## src/rtl/core/histeq_pkg.sv

```systemverilog
// ----------------------------------------------------------------------------
// histeq_pkg
// Shared constants, opcodes and controller/datapath interface types.
// ----------------------------------------------------------------------------
package histeq_pkg;

  localparam int BIN_COUNT  = 256;
  localparam int BIN_AW     = 8;
  localparam int COUNT_W    = 25;
  localparam int SIDE_W     = 13;
  localparam int MAX_SIDE   = 4096;
  localparam int PROD_W     = 25;
  localparam int SUM_W      = COUNT_W + BIN_AW;
  localparam int NUM_W      = SUM_W + 8;
  localparam int PIX_W      = 8;
  localparam int OP_W       = 2;
  localparam int CFG_IDX_W  = 2;

  localparam logic [OP_W-1:0] OP_ACC = 2'd0;
  localparam logic [OP_W-1:0] OP_EQU = 2'd1;
  localparam logic [OP_W-1:0] OP_CLR = 2'd2;

  localparam logic [CFG_IDX_W-1:0] REG_ROWS = 2'd0;
  localparam logic [CFG_IDX_W-1:0] REG_COLS = 2'd1;

  localparam logic [COUNT_W-1:0] COUNT_MAX = {COUNT_W{1'b1}};

  typedef struct packed {
    logic load;
    logic acc_rd;
    logic acc_wr;
    logic sum_step;
    logic prod;
    logic check;
    logic div_step;
    logic clr;
  } histeq_cmd_t;

  typedef struct packed {
    logic sum_done;
    logic sat;
    logic div_last;
  } histeq_sts_t;

  function automatic logic [SIDE_W-1:0] side_used(input logic [SIDE_W-1:0] v);
    logic [SIDE_W-1:0] r;
    r = v;
    if (v == '0) begin
      r = SIDE_W'(1);
    end else if (v > SIDE_W'(MAX_SIDE)) begin
      r = SIDE_W'(MAX_SIDE);
    end
    return r;
  endfunction

endpackage

```

## src/rtl/core/histeq_ctrl.sv

```systemverilog
// ----------------------------------------------------------------------------
// histeq_ctrl
// Sequencer for accumulate, equalize and clear transactions.
// ----------------------------------------------------------------------------
module histeq_ctrl (
  input  logic                            clk,
  input  logic                            rst_n,
  input  logic                            start,
  input  logic [histeq_pkg::OP_W-1:0]     in_opcode,
  input  histeq_pkg::histeq_sts_t         sts,
  output histeq_pkg::histeq_cmd_t         cmd,
  output logic                            busy,
  output logic                            out_valid
);

  typedef enum logic [2:0] {
    S_IDLE, S_ACC_RD, S_ACC_WR, S_SUM, S_PROD, S_CHECK, S_DIV, S_EMIT
  } state_t;

  state_t state_r, state_nxt;
  logic   accept;

  assign accept    = start && (state_r == S_IDLE);
  assign busy      = state_r != S_IDLE;
  assign out_valid = state_r == S_EMIT;

  always_comb begin
    cmd       = '0;
    state_nxt = state_r;
    case (state_r)
      S_IDLE: begin
        if (accept) begin
          case (in_opcode)
            histeq_pkg::OP_ACC: begin
              cmd.load  = 1'b1;
              state_nxt = S_ACC_RD;
            end
            histeq_pkg::OP_EQU: begin
              cmd.load  = 1'b1;
              state_nxt = S_SUM;
            end
            histeq_pkg::OP_CLR: cmd.clr = 1'b1;
            default: ;
          endcase
        end
      end
      S_ACC_RD: begin
        cmd.acc_rd = 1'b1;
        state_nxt  = S_ACC_WR;
      end
      S_ACC_WR: begin
        cmd.acc_wr = 1'b1;
        state_nxt  = S_IDLE;
      end
      S_SUM: begin
        cmd.sum_step = 1'b1;
        if (sts.sum_done) begin
          state_nxt = S_PROD;
        end
      end
      S_PROD: begin
        cmd.prod  = 1'b1;
        state_nxt = S_CHECK;
      end
      S_CHECK: begin
        cmd.check = 1'b1;
        state_nxt = sts.sat ? S_EMIT : S_DIV;
      end
      S_DIV: begin
        cmd.div_step = 1'b1;
        if (sts.div_last) begin
          state_nxt = S_EMIT;
        end
      end
      S_EMIT:  state_nxt = S_IDLE;
      default: state_nxt = S_IDLE;
    endcase
  end

  always_ff @(posedge clk) begin
    if (!rst_n) begin
      state_r <= S_IDLE;
    end else begin
      state_r <= state_nxt;
    end
  end

endmodule

```

## config.mk

```make
export PLATFORM = sky130hd
export DESIGN_NAME = histeq_ctrl
export DESIGN_NICKNAME = d
export VERILOG_FILES = /design/src/rtl/core/histeq_pkg.sv /design/src/rtl/core/histeq_ctrl.sv
export SDC_FILE = /design/constraint.sdc
export NUM_CORES = 1
export LEC_CHECK = 0
export BUFFER_PORTS_ARGS = -buffer_cell sky130_fd_sc_hd__buf_2
export CORE_AREA = 2 2 39 41
export CTS_CLUSTER_SIZE = 20
export DETAILED_ROUTE_END_ITERATION = 8
export DIE_AREA = 0 0 41 43
export PLACE_DENSITY = 0.48
export SLEW_MARGIN = 20
export SYNTH_ARGS = -nofsm -noshare
export SYNTH_HDL_FRONTEND = slang
export SYNTH_SLANG_ARGS = --single-unit
```

## constraint.sdc

```tcl
create_clock -name clk -period 1.3 [get_ports clk]
set_input_delay 0.26 -clock clk [delete_from_list [all_inputs] [get_ports clk]]
set_output_delay 0.26 -clock clk [all_outputs]
set_load 0.01 [all_outputs]
```

=== Word-level counts from Yosys, hierarchy flattened ===
Cells that the tools add are included.

* Eq/ne operators: 13
* Muxes and demuxes: 18
* Reduce and logical (&&, ||, !) cells: 7

{| class="wikitable"
|+ Operators with widths
! operator !! count
|-
| one-hot mux 3 bit (7 select lines) || 1
|-
| two-way mux 1 bit || 13
|-
| equality test 3 bit, second input constant || 4
|-
| two-way mux 3 bit || 3
|-
| equality test 3 x 2 -> 1 bit, second input constant || 2
|-
| inequality test 2 bit, second input constant || 3
|-
| one-hot mux 3 bit (2 select lines) || 1
|-
| AND reduction 4 bit || 1
|-
| OR reduction 2 bit || 2
|-
| equality test 3 x 1 -> 1 bit, second input constant || 1
|-
| zero test 3 bit || 1
|-
| inequality test 3 x 1 -> 1 bit, second input constant || 1
|-
| nonzero test 3 bit || 1
|-
| equality test 2 x 1 -> 1 bit, second input constant || 1
|-
| equality test 2 bit, second input constant || 1
|-
| zero test 2 bit || 1
|-
| logical AND 1 bit || 1
|}

* Bits in registers: 3
* Input port bits: 8
* Output and inout port bits: 10
* Logic and storage cells: 39

=== Depth between registers and ports, before layout ===
Gate-level depths: netlist of the first run.

* Word-level depth: 5
* Mapped depth: 4
* Mapped depth without buffers: 4

=== Worst setup path after synthesis of the first run ===
No wires, ideal clock.

* Kind: reg-to-output
* Start: register state_r[1]
* End: output cmd[0] (netlist bit)
* Data arrival time: 0.959 ns
* Data required time: 1.040 ns
* Slack: 0.081 ns
* Stages on the path, launching flop included: 3
* Path buffers: 0
* Cell sequence: dfxtp_1 > or3_4 > nor3_2

{| class="wikitable"
|+ RTL lines
! what !! line !! RTL
|-
| start: declaration || histeq_ctrl.sv:20 || <nowiki>state_t state_r, state_nxt;</nowiki>
|-
| start signal: assignment || histeq_ctrl.sv:84 || <nowiki>state_r <= state_nxt;</nowiki>
|-
| end: declaration || histeq_ctrl.sv:11 || <nowiki>output histeq_pkg::histeq_cmd_t cmd,</nowiki>
|}

==> impl_table.tex, run 1 <==
\begin{tabular}{lr}
\hline
Metric & Value \\
\hline
\multicolumn{2}{l}{\textbf{Clock network}} \\
\quad TritonCTS clock tree & yes \\
\quad Hold buffers post-CTS & 0 \\
\quad Number of clock sinks seen by CTS & 3 \\
\quad Count of buffers added by post-CTS timing repair for setup & 0 \\
\quad Clk Tree Root Cell & sky130\_fd\_sc\_hd\_\_clkbuf\_4 \\
\quad Number of buffers created by CTS & 3 \\
\quad Buffers from clock root to sink, at most & 2 \\
\quad Number of levels the H-tree was split into & 1 \\
\quad Clock Pin Slew Worst Setup and Hold Paths & around 0.040 ns \\
\quad Latest clock arrival within the worst-skew pair & 0.24 ns \\
\multicolumn{2}{l}{\textbf{Synth}} \\
\quad Cell area after synthesis & approximately 280 µm² \\
\quad Yosys cell types & 21 \\
\quad Synth area leader & sky130\_fd\_sc\_hd\_\_dfxtp\_1 \\
\quad Syn Nets & 46 \\
\quad Seq/Total Area, Yosys & 21.2\% \\
\quad Cell types with the largest area share after synthesis & sky130\_fd\_sc\_hd\_\_dfxtp\_1, sky130\_fd\_sc\_hd\_\_nor2\_1, sky130\_fd\_sc\_hd\_\_nand2\_1, sky130\_fd\_sc\_hd\_\_nor3b\_1, sky130\_fd\_sc\_hd\_\_o221ai\_2 \\
\quad Syn Inst Count & 38 \\
\quad Compound-cell area share of the yosys netlist & 19.5\% \\
\quad Flip-flop and latch count after synthesis & 3 \\
\quad Dominant combinational cell family by area after synthesis & simple AND/OR/NAND/NOR gates \\
\quad Multiplexer share of the synthesized area & 0\% \\
\quad Simple-Gate Fraction of Synth Area & 51.3\% \\
\quad Warnings from Yosys & 0 \\
\quad Proportion of netlist area held by the largest area contributor & 21.2\% \\
\quad Mean post-synth cell area & approximately 7.4 µm² \\
\quad Adder-cell area share of the yosys netlist & 0\% \\
\quad Post-synthesis share of cell area spent on xor and xnor gates & 0\% \\
\multicolumn{2}{l}{\textbf{Power and ir drop}} \\
\quad VDD IR-drop max & 0.518 mV \\
\quad Power per cell area & 1300 nW/µm² \\
\quad Post-route total power & $\sim$0.00056 W \\
\quad Static power due to leakage & between 0.2 and 0.25 nW \\
\multicolumn{2}{l}{\textbf{STA}} \\
\quad Slew Limit Fails & 0 \\
\quad Minimum hold slack & 0.279 ns \\
\quad Peak clock frequency supported by timing & 687 MHz \\
\quad Setup repair after global routing missed its margin & true \\
\quad Slew headroom & 87.3\% \\
\quad Worst setup slack after layout & -0.155 ns \\
\quad Skew final & 0.00973 ns \\
\quad Setup TNS & -0.517 ns \\
\quad Hold Vio Cnt, Final & 0 \\
\quad Period minus WS final & 1.46 ns \\
\quad Ratio of final minimum period to clock period & 112\% \\
\quad Slew at the pin closest to its max-slew limit & 0.190 ns \\
\quad Number of endpoints failing setup at the final stage & 9 \\
\multicolumn{2}{l}{\textbf{Finish}} \\
\quad Number of filler instances in the final layout & 155 \\
\quad Synthesis-to-layout area growth & 51.3\% \\
\quad Register cell area after layout & around 63 µm² \\
\quad Area used by multi-input combinational logic & approximately 210 µm² \\
\quad Commonest cells after routing, fill and taps aside & sky130\_fd\_sc\_hd\_\_buf\_2, sky130\_fd\_sc\_hd\_\_nor2\_1, sky130\_fd\_sc\_hd\_\_nand2\_1 \\
\quad Antenna fix cells & 0 \\
\quad Fraction of layout instances using a drive strength above 1 & 53.3\% \\
\quad Leading cell type in the layout, fill and taps excluded & sky130\_fd\_sc\_hd\_\_buf\_2 \\
\quad Register bank with the most flops & state\_r \\
\quad Net total in the final layout & approximately 70 \\
\quad Biggest regs & state\_r x3 \\
\quad Flip-flop count of the largest register after layout & 3 \\
\multicolumn{2}{l}{\textbf{Floorplan}} \\
\quad Starting density of the core & between 20\% and 30\% \\
\quad Die X-Extent & 41 µm \\
\quad Number of standard-cell rows in the floorplan & 14 \\
\quad Floorplan core area & between 1000 and 1500 µm² \\
\quad Area enclosed by the die boundary & 1760 µm² \\
\quad Height of the die & between 40 and 50 µm \\
\quad Io pins & 18 \\
\multicolumn{2}{l}{\textbf{Place}} \\
\quad Weighted congestion reported at the end of routability-driven placement & about 0.7 \\
\quad Count of input and output buffers & 17 \\
\quad Final HPWL from detailed placement & 581 µm \\
\multicolumn{2}{l}{\textbf{Drt}} \\
\quad Via-per-instance ratio & 4.38 \\
\quad Antenna Violating Nets Remaining & 0 \\
\quad Pre-antenna DRT Iters & 2 \\
\quad DRT Wirelength & 741 µm \\
\quad Number of design rule violations left after detail routing & 0 \\
\quad Via count & 333 \\
\quad Initial DRC Count & 17 \\
\quad Detailed-route wire length per cell & 9.75 µm \\
\multicolumn{2}{l}{\textbf{Worst setup path}} \\
\quad Required time at the endpoint of the critical path & 1.04 ns \\
\quad Maximum fanout count along the critical path & 4 \\
\quad Crit path cell chain & or3\_4 -> nor2b\_1 -> buf\_2 \\
\quad Setup Crit Path Kind & reg -> out \\
\quad Slowest cell on crit path & sky130\_fd\_sc\_hd\_\_or3\_4 \\
\quad WP data arrival & 1.20 ns \\
\quad Slowest stage delay, CP & 0.41 ns \\
\quad Critical Path Start Type & flop \\
\quad Critical Path End Type & output pin \\
\multicolumn{2}{l}{\textbf{GRT}} \\
\quad GR Overflow Total & 0 \\
\quad Initial antenna violation count & 0 \\
\quad Overall fraction of global-route tracks in use & between 10\% and 20\% \\
\quad Global-route wire length before repair & between 1000 and 1500 µm \\
\quad Pin count of the biggest net entering global routing & 14 \\
\quad Number of global-route vias before repair & 282 \\
\multicolumn{2}{l}{\textbf{Run status}} \\
\quad Violations in the final reports & negative setup slack \\
\quad Run status & complete, but fails checks \\
\multicolumn{2}{l}{\textbf{Min path}} \\
\quad Hold Crit Class & in -> reg \\
\multicolumn{2}{l}{\textbf{Flow run}} \\
\quad Max-cap viol count & 0 \\
\hline
\end{tabular}
-- synthesized netlist by cell type --
cell	n
sky130_fd_sc_hd__or3_4	1
sky130_fd_sc_hd__dfxtp_1	3
sky130_fd_sc_hd__nor3b_1	2
sky130_fd_sc_hd__o221ai_2	1
sky130_fd_sc_hd__inv_2	1
sky130_fd_sc_hd__o21ai_1	2
sky130_fd_sc_hd__nor2b_1	2
sky130_fd_sc_hd__and3_4	1
sky130_fd_sc_hd__buf_4	1
sky130_fd_sc_hd__and3_1	2
sky130_fd_sc_hd__nand2_1	5
sky130_fd_sc_hd__nand2b_1	2
sky130_fd_sc_hd__a21boi_1	1
sky130_fd_sc_hd__nor3_2	1
sky130_fd_sc_hd__nor2_1	6
sky130_fd_sc_hd__o21bai_1	1
sky130_fd_sc_hd__nand4b_1	1
sky130_fd_sc_hd__a31oi_1	1
sky130_fd_sc_hd__a21oi_2	1
sky130_fd_sc_hd__buf_6	1
sky130_fd_sc_hd__nor3_1	2
-- where the power goes --
part           internal [W]  total (W)  switching, W  leakage [nW]
clock network      0.000115   0.000169     0.0000540        0.0150
logic              0.000122   0.000265      0.000142         0.167
registers          0.000112   0.000124     0.0000127        0.0253
-- cells by family (layout without fill, tap and decap cells) --
group | Yosys count | count (layout)
buffers and inverters | 3 | 25
DFF | 3 | 3
AOI/OAI and AO/OA | 7 | 7
and+or+nand+nor | 25 | 25
-- final cells by class --
cell class / count / area share (%)
sequential: 3 / 14.6
tap: 16 / 4.68
clock buffer: 4 / 6.14
multi-input combinational: 32 / 48.5
inverter: 1 / 0.877
timing repair buffer: 20 / 25.1
-- worst max-delay path, delay by kind of cell, from the launching register on --
family | cells | cell delay [ns]
buffers and inverters | 1 | 0.14
flip-flops | 1 | 0.30
AND/OR/NAND/NOR | 2 | 0.53
-- final timing paths --
check                                 from         end  slack, ns  cells after the start
worst min register to register  state_r[0]  state_r[1]       0.65                      3
worst max-delay path            state_r[2]      cmd[7]      -0.16                      3
worst min-delay path                 rst_n  state_r[0]       0.28                      2
worst max register to register  state_r[1]  state_r[0]       0.25                      4
-- through the flow --
| stage | cell area [µm²] | worst slack (ns) | cells | util [%] |
|---|---|---|---|---|
| 2_1_floorplan | 283 | 0.0809 | 38 | - |
| 3_3_place_gp | 392 | 0.0641 | 72 | 28.3 |
| 3_5_place_dp | 392 | 0.0528 | 72 | 28.3 |
| 4_1_cts | 427 | -0.162 | 76 | 30.8 |
| 5_1_grt | 428 | -0.215 | 76 | 30.9 |
| 6_report | 428 | -0.155 | 76 | 30.9 |
-- repair_timing --
item	CTS	global route
endpoints found under the hold margin	0	0
gates resized for setup	2	1
pin swaps	2	0
endpoints found under the setup margin	10	10
-- routing by layer --
metal  vias to the layer above  GRT usage [%]  part of all wire, %  wire, µm
met5                         -              0                    0         0
met4                         0           8.00                    0         0
met3                         0           4.71                  7.7        57
met2                        16           11.9                   46       340
met1                       141           13.1                   46       343
li1                        176              -                    -         -
(Power assumes the default switching activity.)
==> inputs of run 2 (changes only) <==
--- a/config.mk
+++ b/config.mk
@@ -7,6 +7,7 @@
 export LEC_CHECK = 0
 export BUFFER_PORTS_ARGS = -buffer_cell sky130_fd_sc_hd__buf_2
 export CORE_AREA = 2 2 39 41
+export CTS_BUF_LIST = sky130_fd_sc_hd__clkbuf_4
 export CTS_CLUSTER_SIZE = 20
 export DETAILED_ROUTE_END_ITERATION = 8
 export DIE_AREA = 0 0 41 43
==> run 2 against run 1 <==
Against the previous run:
- the run still ends with negative setup slack left
- worst hold slack better by 0.0016 ns
- combinational power about the same
- count of clock-buffer cells in the layout unchanged
- clock power up 12%
- design area up 0.58%
- clock skew about the same
- core utilization up 0.18 points
- largest power group unchanged
==> impl_table.tex, run 2 (synthesized netlist as in run 1, its figures left out) <==
\begin{tabular}{lr}
\hline
Metric & Value \\
\hline
\multicolumn{2}{l}{\textbf{Run status}} \\
\quad Run status & complete, but fails checks \\
\quad Violations in the final reports & negative setup slack \\
\multicolumn{2}{l}{\textbf{STA}} \\
\quad Number of endpoints failing setup at the final stage & 10 (+1) \\
\quad Hold Vio Cnt, Final & 0 (unchanged) \\
\quad Peak clock frequency supported by timing & 688 MHz (+0.15\%) \\
\quad Ratio of final minimum period to clock period & 112\% (-0.17 points) \\
\quad Period minus WS final & 1.45 ns (-0.00221 ns) \\
\quad Slew headroom & 87.3\% (unchanged) \\
\quad Skew final & 0.0102 ns (+0.000476 ns) \\
\quad Worst setup slack after layout & -0.153 ns (+0.00221 ns) \\
\quad Setup repair after global routing missed its margin & true \\
\quad Slew Limit Fails & 0 (unchanged) \\
\quad Slew at the pin closest to its max-slew limit & 0.190 ns (unchanged) \\
\multicolumn{2}{l}{\textbf{Clock network}} \\
\quad Number of levels the H-tree was split into & 1 (unchanged) \\
\quad Hold buffers post-CTS & 0 (unchanged) \\
\quad Clock Pin Slew Worst Setup and Hold Paths & 0.04 ns (about the same) \\
\quad Latest clock arrival within the worst-skew pair & 0.24 ns (about the same) \\
\quad TritonCTS clock tree & yes \\
\quad Count of buffers added by post-CTS timing repair for setup & 0 (unchanged) \\
\quad Clk Tree Root Cell & sky130\_fd\_sc\_hd\_\_clkbuf\_4 \\
\quad Buffers from clock root to sink, at most & 2 (unchanged) \\
\quad Number of clock sinks seen by CTS & 3 (unchanged) \\
\quad Number of buffers created by CTS & 3 (unchanged) \\
\multicolumn{2}{l}{\textbf{Power and ir drop}} \\
\quad Power per cell area & 1340 nW/µm² (+2.6\%) \\
\quad Static power due to leakage & 0.210 nW (+1.5\%) \\
\quad VDD IR-drop max & 0.553 mV (+6.8\%) \\
\multicolumn{2}{l}{\textbf{Worst setup path}} \\
\quad Required time at the endpoint of the critical path & 1.04 ns (about the same) \\
\quad WP data arrival & 1.19 ns (about the same) \\
\quad Setup Crit Path Kind & reg -> out \\
\quad Critical Path End Type & output pin \\
\quad Maximum fanout count along the critical path & 4 (unchanged) \\
\quad Critical Path Start Type & flop \\
\multicolumn{2}{l}{\textbf{GRT}} \\
\quad Initial antenna violation count & 0 (unchanged) \\
\quad Pin count of the biggest net entering global routing & 14 (unchanged) \\
\quad GR Overflow Total & 0 (unchanged) \\
\quad Number of global-route vias before repair & 285 (+1.1\%) \\
\quad Overall fraction of global-route tracks in use & 10.1\% (+0.10 points) \\
\quad Global-route wire length before repair & 1150 µm (+1.2\%) \\
\multicolumn{2}{l}{\textbf{Finish}} \\
\quad Biggest regs & state\_r x3 \\
\quad Non-filler instance count after layout & 76 (unchanged) \\
\quad Commonest cells after routing, fill and taps aside & sky130\_fd\_sc\_hd\_\_buf\_2, sky130\_fd\_sc\_hd\_\_nor2\_1, sky130\_fd\_sc\_hd\_\_nand2\_1 \\
\quad Net total in the final layout & 69 (unchanged) \\
\quad Fraction of layout instances using a drive strength above 1 & 53.3\% (unchanged) \\
\quad Register bank with the most flops & state\_r \\
\quad Antenna fix cells & 0 (unchanged) \\
\quad Post-route standard cell area excluding fillers & 430 µm² (+0.58\%) \\
\quad Synthesis-to-layout area growth & 52.2\% \\
\quad Flip-flop count of the largest register after layout & 3 (unchanged) \\
\quad Leading cell type in the layout, fill and taps excluded & sky130\_fd\_sc\_hd\_\_buf\_2 \\
\multicolumn{2}{l}{\textbf{Drt}} \\
\quad Via count & 334 (+0.30\%) \\
\quad DRT Wirelength & 737 µm (-0.54\%) \\
\quad Pre-antenna DRT Iters & 2 (unchanged) \\
\quad Antenna Violating Nets Remaining & 0 (unchanged) \\
\quad Detailed-route wire length per cell & 9.70 µm (-0.54\%) \\
\quad Via-per-instance ratio & 4.39 (+0.30\%) \\
\quad Initial DRC Count & 17 (unchanged) \\
\quad Number of design rule violations left after detail routing & 0 (unchanged) \\
\multicolumn{2}{l}{\textbf{Floorplan}} \\
\quad Starting density of the core & 20.4\% (unchanged) \\
\quad Floorplan core area & 1380 µm² (unchanged) \\
\quad Die X-Extent & 41 µm (unchanged) \\
\quad Io pins & 18 (unchanged) \\
\quad Area enclosed by the die boundary & 1760 µm² (unchanged) \\
\quad Number of standard-cell rows in the floorplan & 14 (unchanged) \\
\quad Height of the die & 43 µm (unchanged) \\
\multicolumn{2}{l}{\textbf{Place}} \\
\quad Final HPWL from detailed placement & 581 µm (unchanged) \\
\quad Placed inst area & 392 µm² (unchanged) \\
\quad Placed Cells & 72 (unchanged) \\
\quad Weighted congestion reported at the end of routability-driven placement & 0.699 (unchanged) \\
\quad Count of input and output buffers & 17 (unchanged) \\
\multicolumn{2}{l}{\textbf{Flow run}} \\
\quad Max-cap viol count & 0 (unchanged) \\
\multicolumn{2}{l}{\textbf{Min path}} \\
\quad Hold Crit Class & in -> reg \\
\hline
\end{tabular}
run 2: layer usage:
layer  vias up  global-route usage, %  wire length [µm]
met5         -                      0                 0
met4         0                   8.00                 0
met3         0                   4.71                57
met2        16                   11.9               341
met1       141                   13.5               339
li1        177                      -                 -
run 2: worst paths after layout:
| path | start | endpoint | slack (ns) | depth (start not counted) |
|---|---|---|---|---|
| worst min register to register | state_r[2] | state_r[2] | 0.66 | 3 |
| worst max register to register | state_r[1] | state_r[0] | 0.24 | 5 |
| worst min-delay path | rst_n | state_r[0] | 0.28 | 2 |
| worst max-delay path | state_r[2] | cmd[7] | -0.15 | 3 |
run 2: through the flow:
step | setup TNS, ns | util [%] | worst slack [ns] | hold slack, ns | total power, W
after CTS | -0.619 | 31.1 | -0.161 | 0.271 | 0.000585
after floorplan | 0 | - | 0.0809 | 0.402 | 0.000296
after global routing | -1.22 | 31.1 | -0.219 | 0.278 | 0.000628
final | -0.513 | 31.1 | -0.153 | 0.281 | 0.000576
after global placement | 0 | 28.3 | 0.0641 | 0.524 | 0.000382
after detailed placement | 0 | 28.3 | 0.0528 | 0.521 | 0.000381
run 2: area by class of cell:
class / count / area, µm²
well taps: 16 / 20.0
flip-flops and latches: 3 / 61.3
multi-input cells: 32 / 208
fillers: 152 / 953
inverters: 1 / 3.75
clock buffers: 4 / 30.0
repair buffers: 20 / 108
run 2: critical path: stages, from the launching register on:
cell and delay (ns):
sky130_fd_sc_hd__dfxtp_1 0.30, sky130_fd_sc_hd__or3_4 0.41, sky130_fd_sc_hd__nor2b_1 0.12, sky130_fd_sc_hd__buf_2 0.14
run 2: power by group:
part | total (W) | switching, W | internal [W] | leakage [nW]
clock network | 0.000189 | 0.0000527 | 0.000136 | 0.0184
registers | 0.000123 | 0.0000127 | 0.000110 | 0.0249
logic | 0.000264 | 0.000142 | 0.000122 | 0.167
run 2: what timing repair did:
item,in CTS,in global routing
pin swaps,2,0
setup endpoints to repair,10,10
resized for setup,2,0
==> inputs of run 3 (changes only) <==
--- a/config.mk
+++ b/config.mk
@@ -6,12 +6,14 @@
 export NUM_CORES = 1
 export LEC_CHECK = 0
 export BUFFER_PORTS_ARGS = -buffer_cell sky130_fd_sc_hd__buf_2
+export CELL_PAD_IN_SITES_DETAIL_PLACEMENT = 0
+export CELL_PAD_IN_SITES_GLOBAL_PLACEMENT = 1
 export CORE_AREA = 2 2 39 41
 export CTS_BUF_LIST = sky130_fd_sc_hd__clkbuf_4
 export CTS_CLUSTER_SIZE = 20
 export DETAILED_ROUTE_END_ITERATION = 8
 export DIE_AREA = 0 0 41 43
-export PLACE_DENSITY = 0.48
+export PLACE_DENSITY = 0.65
 export SLEW_MARGIN = 20
 export SYNTH_ARGS = -nofsm -noshare
 export SYNTH_HDL_FRONTEND = slang
==> run 3 against run 2 <==
Against the previous run:
- the flow still finishes with violations (negative setup slack)
- highest routed layer is now met4
- wire length decreased by 1.1%
- register-to-register slack improved by 0.02 ns
- sequential power about the same
- maximum frequency increased by 0.30%
- design area increased by 2.9%
- cell count unchanged
- core utilization increased by 0.90 points
- largest cell class unchanged
- combinational power increased by 5%
- power increased by 1.4%
- critical path type unchanged
==> impl_table.tex, run 3 (synthesized netlist as in run 1, its figures left out) <==
\begin{tabular}{lr}
\hline
Metric & Value \\
\hline
\multicolumn{2}{l}{\textbf{Flow run}} \\
\quad Max-cap viol count & 0 (unchanged) \\
\multicolumn{2}{l}{\textbf{GRT}} \\
\quad Global routing usage on met2 & 12.5\% (+0.63 points) \\
\quad GR Overflow Total & 0 (unchanged) \\
\quad Met3 layer usage reported by global route & 1.57\% (-3.1 points) \\
\quad Met1 track utilization from global routing & 11.2\% (-2.2 points) \\
\quad Number of global-route vias before repair & 268 (-6.0\%) \\
\quad Overall fraction of global-route tracks in use & 9.03\% (-1.1 points) \\
\quad Layer with the highest usage & met2 \\
\quad Global-route wire length before repair & 1070 µm (-6.6\%) \\
\quad Initial antenna violation count & 0 (unchanged) \\
\quad Pin count of the biggest net entering global routing & 14 (unchanged) \\
\multicolumn{2}{l}{\textbf{Worst setup path}} \\
\quad Critical Path End Type & output pin \\
\quad FF-to-FF Start & state\_r[2] \\
\quad Required time at the endpoint of the critical path & 1.04 ns (about the same) \\
\quad Register-to-Register Setup Slack & 0.26 ns (+0.02 ns) \\
\quad Reg-to-reg critical path endpoint & state\_r[1] \\
\quad Setup Crit Path Kind & reg -> out \\
\quad Worst setup path endpoint & cmd[0] \\
\quad Worst reg2reg path depth & 3 (-2) \\
\quad WP data arrival & 1.19 ns (about the same) \\
\quad Critical Path Start Type & flop \\
\quad Maximum fanout count along the critical path & 4 (unchanged) \\
\quad CP Launch Point & state\_r[2] \\
\multicolumn{2}{l}{\textbf{Finish}} \\
\quad Biggest regs & state\_r x3 \\
\quad Non-filler instance count after layout & 76 (unchanged) \\
\quad Net total in the final layout & 69 (unchanged) \\
\quad Fraction of layout instances using a drive strength above 1 & 55.0\% (+1.7 points) \\
\quad Number of filler instances in the final layout & 167 (+9.9\%) \\
\quad Synthesis-to-layout area growth & 56.6\% \\
\quad Antenna fix cells & 0 (unchanged) \\
\quad Register bank with the most flops & state\_r \\
\quad Leading cell type in the layout, fill and taps excluded & sky130\_fd\_sc\_hd\_\_buf\_2 \\
\quad Flip-flop count of the largest register after layout & 3 (unchanged) \\
\quad Commonest cells after routing, fill and taps aside & sky130\_fd\_sc\_hd\_\_buf\_2, sky130\_fd\_sc\_hd\_\_nor2\_1, sky130\_fd\_sc\_hd\_\_nand2\_1 \\
\quad Post-route standard cell area excluding fillers & 443 µm² (+2.9\%) \\
\multicolumn{2}{l}{\textbf{Clock network}} \\
\quad Number of buffers created by CTS & 3 (unchanged) \\
\quad Number of levels the H-tree was split into & 1 (unchanged) \\
\quad Number of clock sinks seen by CTS & 3 (unchanged) \\
\quad TritonCTS clock tree & yes \\
\quad Latest clock arrival within the worst-skew pair & 0.24 ns (about the same) \\
\quad Buffers from clock root to sink, at most & 2 (unchanged) \\
\quad Clock Pin Slew Worst Setup and Hold Paths & 0.04 ns (about the same) \\
\quad Clk Tree Root Cell & sky130\_fd\_sc\_hd\_\_clkbuf\_4 \\
\multicolumn{2}{l}{\textbf{STA}} \\
\quad Skew final & 0.000641 ns (-0.00956 ns) \\
\quad Period minus WS final & 1.45 ns (-0.00429 ns) \\
\quad Worst setup slack after layout & -0.149 ns (+0.00429 ns) \\
\quad Slew headroom & 86.8\% (-0.48 points) \\
\quad Slew at the pin closest to its max-slew limit & 0.198 ns (+0.00713 ns) \\
\quad Slew Limit Fails & 0 (unchanged) \\
\quad Peak clock frequency supported by timing & 690 MHz (+0.30\%) \\
\quad Number of endpoints failing setup at the final stage & 8 (-2) \\
\quad Hold Vio Cnt, Final & 0 (unchanged) \\
\quad Ratio of final minimum period to clock period & 111\% (-0.33 points) \\
\quad Setup repair after global routing missed its margin & true \\
\multicolumn{2}{l}{\textbf{Power and ir drop}} \\
\quad Logic pwr share & 47.2\% (+1.3 points) \\
\quad Share of total power in sequential cells & 20.5\% (-0.8 points) \\
\quad Static power due to leakage & 0.215 nW (+2.3\%) \\
\quad VDD IR-drop max & 0.373 mV (-32\%) \\
\quad Post-route total power & 0.000584 W (+1.4\%) \\
\quad Switching power & 0.000211 W (+1.8\%) \\
\quad P\_int & 0.000373 W (+1.1\%) \\
\quad Power per cell area & 1320 nW/µm² (-1.5\%) \\
\quad Share of total power in the clock network & 32.3\% (-0.5 points) \\
\quad Sw frac & 36.2\% (+0.15 points) \\
\multicolumn{2}{l}{\textbf{Floorplan}} \\
\quad Area enclosed by the die boundary & 1760 µm² (unchanged) \\
\quad Number of standard-cell rows in the floorplan & 14 (unchanged) \\
\quad Die X-Extent & 41 µm (unchanged) \\
\quad Io pins & 18 (unchanged) \\
\quad Height of the die & 43 µm (unchanged) \\
\quad Floorplan core area & 1380 µm² (unchanged) \\
\quad Starting density of the core & 20.4\% (unchanged) \\
\multicolumn{2}{l}{\textbf{Run status}} \\
\quad Violations in the final reports & negative setup slack \\
\quad Run status & complete, but fails checks \\
\multicolumn{2}{l}{\textbf{Drt}} \\
\quad Initial DRC Count & 4 (-13) \\
\quad Pre-antenna DRT Iters & 4 (+2) \\
\quad Antenna Violating Nets Remaining & 0 (unchanged) \\
\quad DRT Wirelength & 729 µm (-1.1\%) \\
\quad Via-per-instance ratio & 4.49 (+2.1\%) \\
\quad Detailed-route wire length per cell & 9.59 µm (-1.1\%) \\
\quad Via count & 341 (+2.1\%) \\
\quad Number of design rule violations left after detail routing & 0 (unchanged) \\
\multicolumn{2}{l}{\textbf{Place}} \\
\quad Placed inst area & 392 µm² (unchanged) \\
\quad Final HPWL from detailed placement & 577 µm (-0.83\%) \\
\quad Count of input and output buffers & 17 (unchanged) \\
\quad Weighted congestion reported at the end of routability-driven placement & 0.717 (+2.7\%) \\
\quad Placed Cells & 72 (unchanged) \\
\multicolumn{2}{l}{\textbf{Min path}} \\
\quad Hold Crit Class & in -> reg \\
\hline
\end{tabular}
[run 3: cell counts in the layout (fill, tap and decap cells not counted)]
Identical to the previous run, type by type.
[run 3: worst max-delay path, stage by stage (launching register included)]
cell                      delay (ns)
sky130_fd_sc_hd__dfxtp_1        0.30
sky130_fd_sc_hd__or3_4          0.40
sky130_fd_sc_hd__nor3_2         0.10
sky130_fd_sc_hd__buf_2          0.14
[run 3: worst min-delay path by stage]
stage	from	end	cells past startpoint
after floorplan	rst_n	state_r[1]	2
after global placement	rst_n	state_r[0]	2
after detailed placement	rst_n	state_r[0]	2
after CTS	rst_n	state_r[0]	2
after global routing	rst_n	state_r[0]	2
final	rst_n	state_r[0]	2
[run 3: power by group through the flow]
stage	Sequential, W	Combinational [W]	Clock (W)
CTS	0.000120	0.000276	0.000191
detailed placement	0.000120	0.000262	0
global placement	0.000119	0.000265	0
finish	0.000120	0.000276	0.000189
global route	0.000121	0.000309	0.000194
floorplan	0.000128	0.000168	0
[run 3: layout make-up]
cell class | instances | area [µm²] | share of cell area (%)
Tap cell | 16 | 20.0 | 4.52
Timing Repair Buffer | 20 | 111 | 25.1
Inverter | 1 | 3.75 | 0.847
Sequential cell | 3 | 60.1 | 13.6
Multi-Input combinational cell | 32 | 218 | 49.2
Clock buffer | 4 | 30.0 | 6.78
[run 3: what timing repair did]
action / 4_1_cts / 5_1_grt
hold buffers: 0 / 0
gates cloned: 0 / 0
gates resized for setup: 2 / 2
pin swaps: 2 / 0
hold endpoints to repair: 0 / 0
setup buffers: 0 / 0
endpoints found under the setup margin: 8 / 10
[run 3: stage by stage]
stage | TNS (ns) | util (%) | hold slack, ns | setup slack, ns
final | -0.459 | 32.0 | 0.287 | -0.149
after global routing | -0.862 | 32.0 | 0.299 | -0.194
after CTS | -0.553 | 31.3 | 0.283 | -0.163
after detailed placement | 0 | 28.3 | 0.526 | 0.0503
after global placement | 0 | 28.3 | 0.527 | 0.0561
after floorplan | 0 | - | 0.402 | 0.0809
[run 3: metal layers]
layer | vias up | routed length [µm]
met1 | 143 | 331
met5 | - | 0
met2 | 17 | 317
li1 | 178 | -
met3 | 3 | 61
met4 | 0 | 18
